File: src/rtl/core/svm_pkg.sv
package svm_pkg;

  localparam int unsigned RAM_WORDS_DEF = 32768;
  localparam int unsigned WORD_BITS_DEF = 16;

  localparam int unsigned SUM_W        = 17;
  localparam int unsigned SHADOW_WORDS = 5;
  localparam int unsigned FRAME_WORDS  = 5;
  localparam int unsigned CALL_MARGIN  = 6;
  localparam int unsigned POINTER_BASE = 3;
  localparam int unsigned TEMP_BASE    = 5;
  localparam int unsigned SCRATCH_FRM  = 13;
  localparam int unsigned SCRATCH_RET  = 14;
  localparam int unsigned BOOT_SP      = 256;
  localparam int unsigned PC_MAX       = 32767;

  typedef enum logic [4:0] {
    FN_PUSH   = 5'd0,
    FN_POP    = 5'd1,
    FN_LABEL  = 5'd2,
    FN_GOTO   = 5'd3,
    FN_IFGOTO = 5'd4,
    FN_FUNC   = 5'd5,
    FN_CALL   = 5'd6,
    FN_RETURN = 5'd7,
    FN_ADD    = 5'd8,
    FN_SUB    = 5'd9,
    FN_NEG    = 5'd10,
    FN_EQ     = 5'd11,
    FN_GT     = 5'd12,
    FN_LT     = 5'd13,
    FN_AND    = 5'd14,
    FN_OR     = 5'd15,
    FN_NOT    = 5'd16
  } func_e;

  typedef enum logic [2:0] {
    SEG_CONST = 3'd0,
    SEG_LOCAL = 3'd1,
    SEG_ARG   = 3'd2,
    SEG_THIS  = 3'd3,
    SEG_THAT  = 3'd4,
    SEG_PTR   = 3'd5,
    SEG_TEMP  = 3'd6,
    SEG_STAT  = 3'd7
  } seg_e;

  typedef enum logic [2:0] {
    STS_OK    = 3'd0,
    STS_PC    = 3'd1,
    STS_UNDER = 3'd2,
    STS_OVER  = 3'd3,
    STS_ADDR  = 3'd4,
    STS_CALL  = 3'd5,
    STS_RET   = 3'd6
  } status_e;

  typedef enum logic [1:0] {
    CFG_START_PC = 2'd0,
    CFG_PROG_LEN = 2'd1,
    CFG_BOOT     = 2'd2
  } cfg_e;

  typedef struct packed {
    logic [4:0]  func;
    logic [2:0]  segment;
    logic [14:0] index;
    logic [14:0] target;
    logic [7:0]  static_base;
  } in_req_t;

  typedef struct packed {
    logic [14:0] next_pc;
    logic [2:0]  status;
    logic [15:0] stack_pointer;
    logic [15:0] top_value;
    logic [31:0] executed_count;
  } out_req_t;

endpackage

File: src/rtl/core/svm_alu.sv
module svm_alu #(
  parameter int unsigned WIDTH = 16
) (
  input  logic [4:0]       func_i,
  input  logic [WIDTH-1:0] x_i,
  input  logic [WIDTH-1:0] y_i,
  output logic [WIDTH-1:0] v_o
);

  always_comb begin
    case (svm_pkg::func_e'(func_i))
      svm_pkg::FN_ADD: v_o = x_i + y_i;
      svm_pkg::FN_SUB: v_o = x_i - y_i;
      svm_pkg::FN_NEG: v_o = '0 - x_i;
      svm_pkg::FN_NOT: v_o = ~x_i;
      svm_pkg::FN_EQ:  v_o = (x_i == y_i) ? '1 : '0;
      svm_pkg::FN_GT:  v_o = ($signed(x_i) > $signed(y_i)) ? '1 : '0;
      svm_pkg::FN_LT:  v_o = ($signed(x_i) < $signed(y_i)) ? '1 : '0;
      svm_pkg::FN_AND: v_o = x_i & y_i;
      svm_pkg::FN_OR:  v_o = x_i | y_i;
      default:         v_o = x_i | y_i;
    endcase
  end

endmodule

File: config.mk
export PLATFORM = sky130hd
export DESIGN_NAME = svm_alu
export DESIGN_NICKNAME = d
export VERILOG_FILES = /design/src/rtl/core/svm_pkg.sv /design/src/rtl/core/svm_alu.sv
export SDC_FILE = /design/constraint.sdc
export NUM_CORES = 1
export LEC_CHECK = 0
export BUFFER_PORTS_ARGS = -buffer_cell sky130_fd_sc_hd__buf_4
export CAP_MARGIN = 5
export CELL_PAD_IN_SITES_DETAIL_PLACEMENT = 0
export CELL_PAD_IN_SITES_GLOBAL_PLACEMENT = 2
export CORE_MARGIN = 1.5
export CORE_UTILIZATION = 37
export DETAILED_ROUTE_END_ITERATION = 12
export PLACE_DENSITY_LB_ADDON = 0.15
export SLEW_MARGIN = 20
export SYNTH_ARGS = -nofsm -noshare
export SYNTH_HDL_FRONTEND = slang
export SYNTH_SLANG_ARGS = --single-unit
File: constraint.sdc
create_clock -name vclk -period 4.2
set_input_delay 0 -clock vclk [all_inputs]
set_output_delay 0 -clock vclk [all_outputs]
set_load 0.03 [all_outputs]
After elaboration in Yosys (flattened, before gate mapping)
Cells that the tools add are included.
Widths: inputs -> output; s select.
Storage, ports and cells
  logic and storage cells: 21
  bits of input ports: 37
  register bits after elaboration: 0
Cells by class
  eq/ne operators: 9
  magnitude comparators: 2
  mux-type cells: 4
  add/sub/neg operators: 3
  bitwise operators: 3
Operators by type and width (count)
  $pmux 16 s8: 1
  $mux 16: 3
  $eq 5x4->1 const B: 7
  $add 16x16->16: 1
  $and 16x16->16: 1
  $eq 16x16->1: 1
  $gt 16x16->1: 1
  $lt 16x16->1: 1
  $not 16->16: 1
  $or 16x16->16: 1
  $sub 1x16->16 const A: 1
  $sub 16x16->16: 1
  $eq 5x5->1 const B: 1

Logic depth before layout (Yosys ltp)
  word-level depth: 3
  depth in mapped cells: 11
  depth with buffers taken out: 10

Least setup slack after synthesis
No wires, ideal clock.
  path kind: input port to output port
  start point: in x_i[0]
  end point: out v_o[11]
  required time: 4.200 ns
  buffers on the path: 0
  stages on the path: 10
  arrival time: 2.133 ns
  path slack: 2.067 ns
  cells stage by stage: inv_1 ha_1 fa_1 nor2_2 o311ai_4 a31oi_4 o21ai_2 mux2i_2 nor3_4 a32oi_1
Between the ends
  longest elaborated chain between the ends: 3
  elaborated cells on any way between the ends: 10
  those cells by class: add/sub: 3; order compare: 2; eq/ne: 1; mux: 4
Ends and longest elaborated chain
  from (decl): RTL line svm_alu.sv:5  | input logic [WIDTH-1:0] x_i,
  $lt 16x16->1, or another cell as far along: RTL line svm_alu.sv:18  | svm_pkg::FN_LT: v_o = ($signed(x_i) < $signed(y_i)) ? '1 : '0;
  $mux 16, on equally long branches: RTL line svm_alu.sv:18, svm_alu.sv:16, svm_alu.sv:17
  $pmux 16 s8 (*): RTL line svm_alu.sv:11  | case (svm_pkg::func_e'(func_i))
  to (decl): RTL line svm_alu.sv:7  | output logic [WIDTH-1:0] v_o
Every way passes the cells marked *; elsewhere a longest branch is shown, timed or not.

Worst setup path after layout
Same ends and word-level chain as after synthesis.

==> impl_results.md <==
- Run status: completed
- Worst hold path stage count: 5
- Final setup viols: 0
- Syn Nets: 530
- Crit-path max FO: 9
- Power Density: 129 nW/um^2
- Sum of negative setup slack: 0 ns
- CP max stage delay: 0.47 ns
- Die Y: 95.6 um
- Max-slew headroom: 34.2%
- CP cell instances: buf_4 > inv_1 > ha_1 > fa_1 > nor2_2 > o311ai_4 > a31oi_4 > o21ai_2 > mux2i_2 > nor3_4 > buf_4 > a32oi_1 > buf_4
- Clkbuf count: 0
- Area after DPL: 3570 sq um
- Final total power: 463 uW
- Sequential cells: 0
- Pleak: 1.51 nW
- Final period utilization: 67.0%
- Peak supply drop: 51.5 uV
- Most frequent cells in the layout: ha_1, buf_4, nor2_1
- Multi-input gate area: 2870 sq um
- Slew @ Worst Pin: 0.986 ns
- PortBufs: 53
- Starting density of the core: 38.4%
- Final wirelength: 11100 um
- Final ANT Viol Nets: 0
- Core box area: 8260 sq um
- Crit-path slowest cell: nor3_4
- Register cell area after layout: 0 sq um
- Max-cap viol count: 0
- Dpl hpwl: 8380 um
- Most used cell, CP: buf_4
- Post-route cell area: 3570 sq um
- Max Clk Rate: 0.355 GHz
- Setup crit end kind: primary output
- Largest net degree at the start of global routing: 19
- CP Launch Point: x_i[0]
- Area Overhead vs Synth: 12.7%
- Global-route wire length before repair: 17000 um
- Mapped Cells: 436
- Cells after DPL: 570
- Yosys cell types: 76
- Antenna Diode Count: 0
- Post-synthesis sequential area ratio: 0%
- Starting DRT DRC Count: 229
- Synth Cell Area: 3170 sq um
- Worst EP arrival: 2.81 ns
- Total number of vias: 3508
- Final hold slack: 0.538 ns
- Slew Viols, Final: 0
- Hold-fix buffers, CTS: 0
- Drt wl/cell: 19.4 um
- Die area: 9130 sq um
- # rows: 33
- Post-CTS sizing: 0
- # Post-CTS Setup Buffers: 0
- Final nets: 561
- DRC: 0
- Die Width: 95.6 um
- Drt first pass iters: 5
- Avg Cell Area, Syn: 7.27 sq um
- Hold Path Sink: v_o[0]
- Non-Filler Instances: 570
- Initial antenna violation count: 0
- Vias/cell: 6.15
- Routability Congestion: 0.855
- Startpoint Class: input pin
- Minimum clock period after layout: 2.81 ns
- Gr ovfl total: 0
- HP Class: input pin to primary output
- Top Ports: 53
- Vias in the first global route: 3202
- Unrepaired setup endpoints after global routing: no
- WP data required: 4.20 ns
- Hold path start: y_i[0]
- Layout cells sized above 1: 20.2%
- Crit Path Category: input pin to primary output
- Tot GR Track Use: 24.0%
- Fillcell total: 891
- Synth Warn #: 0
- Final hold vios: 0
[layer usage]
layer | track usage, % | routed length [um] | up-vias
met4 | 3.55 | 187 | 0
met1 | 34.6 | 5190 | 1652
met2 | 39.8 | 5020 | 132
met3 | 1.04 | 660 | 14
met5 | 0 | 0 | -
li1 | - | - | 1710
[stage by stage]
step | util [%] | setup slack, ns
after floorplan | - | 2.07
after global placement | 43.3 | 1.50
after detailed placement | 43.3 | 1.43
after CTS | 43.3 | 1.42
after global routing | 43.3 | 1.30
final | 43.3 | 1.39
[synth_stat cells, types with 9 or more instances]
cell type	n	share of area, %
nand2_1	25	3.0
inv_1	39	4.6
clkbuf_1	9	1.1
a32oi_2	10	5.1
nor2_1	40	4.7
ha_1	55	22
o21ai_0	26	4.1
a21oi_1	30	4.7
buf_2	10	1.6
nand3_1	11	1.7
nor3_1	20	3.2
[critical path: cells and delay by family]
kind	cells	cell delay (ns)
and+or+nand+nor	2	0.66
muxes	1	0.17
buffers and inverters	4	0.73
adders and majority gates	2	0.66
AOI/OAI and AO/OA	4	0.59
[cell families after synthesis]
logic type,synth area share [%]
multiplexers,1.10
AND/OR/NAND/NOR,23.0
AO/OA/AOI/OAI,41.8
adder cells (fa/ha/maj),23.0
XOR/XNOR,1.66
buffers and inverters,9.43
[cell type report]
| cell class | count | share of cell area, % |
|---|---|---|
| multi-input cells | 368 | 80.4 |
| inverters | 42 | 4.41 |
| repair buffers | 55 | 11.6 |
| well taps | 105 | 3.68 |
[report_power, final]
group | leakage [nW] | internal (mW) | switching, mW
clock network | 0 | 0 | 0
registers | 0 | 0 | 0
logic | 1.51 | 0.172 | 0.291
total | 1.51 | 0.172 | 0.291
[worst max path at each step]
stage | endpoint | slack [ns] | cells past startpoint
global placement | v_o[15] | 1.50 | 13
floorplan | v_o[11] | 2.07 | 10
detailed placement | v_o[12] | 1.43 | 13
CTS | v_o[12] | 1.42 | 13
finish | v_o[11] | 1.39 | 13
global route | v_o[15] | 1.30 | 12
No activity file was read; power rests on OpenSTA's default activity.
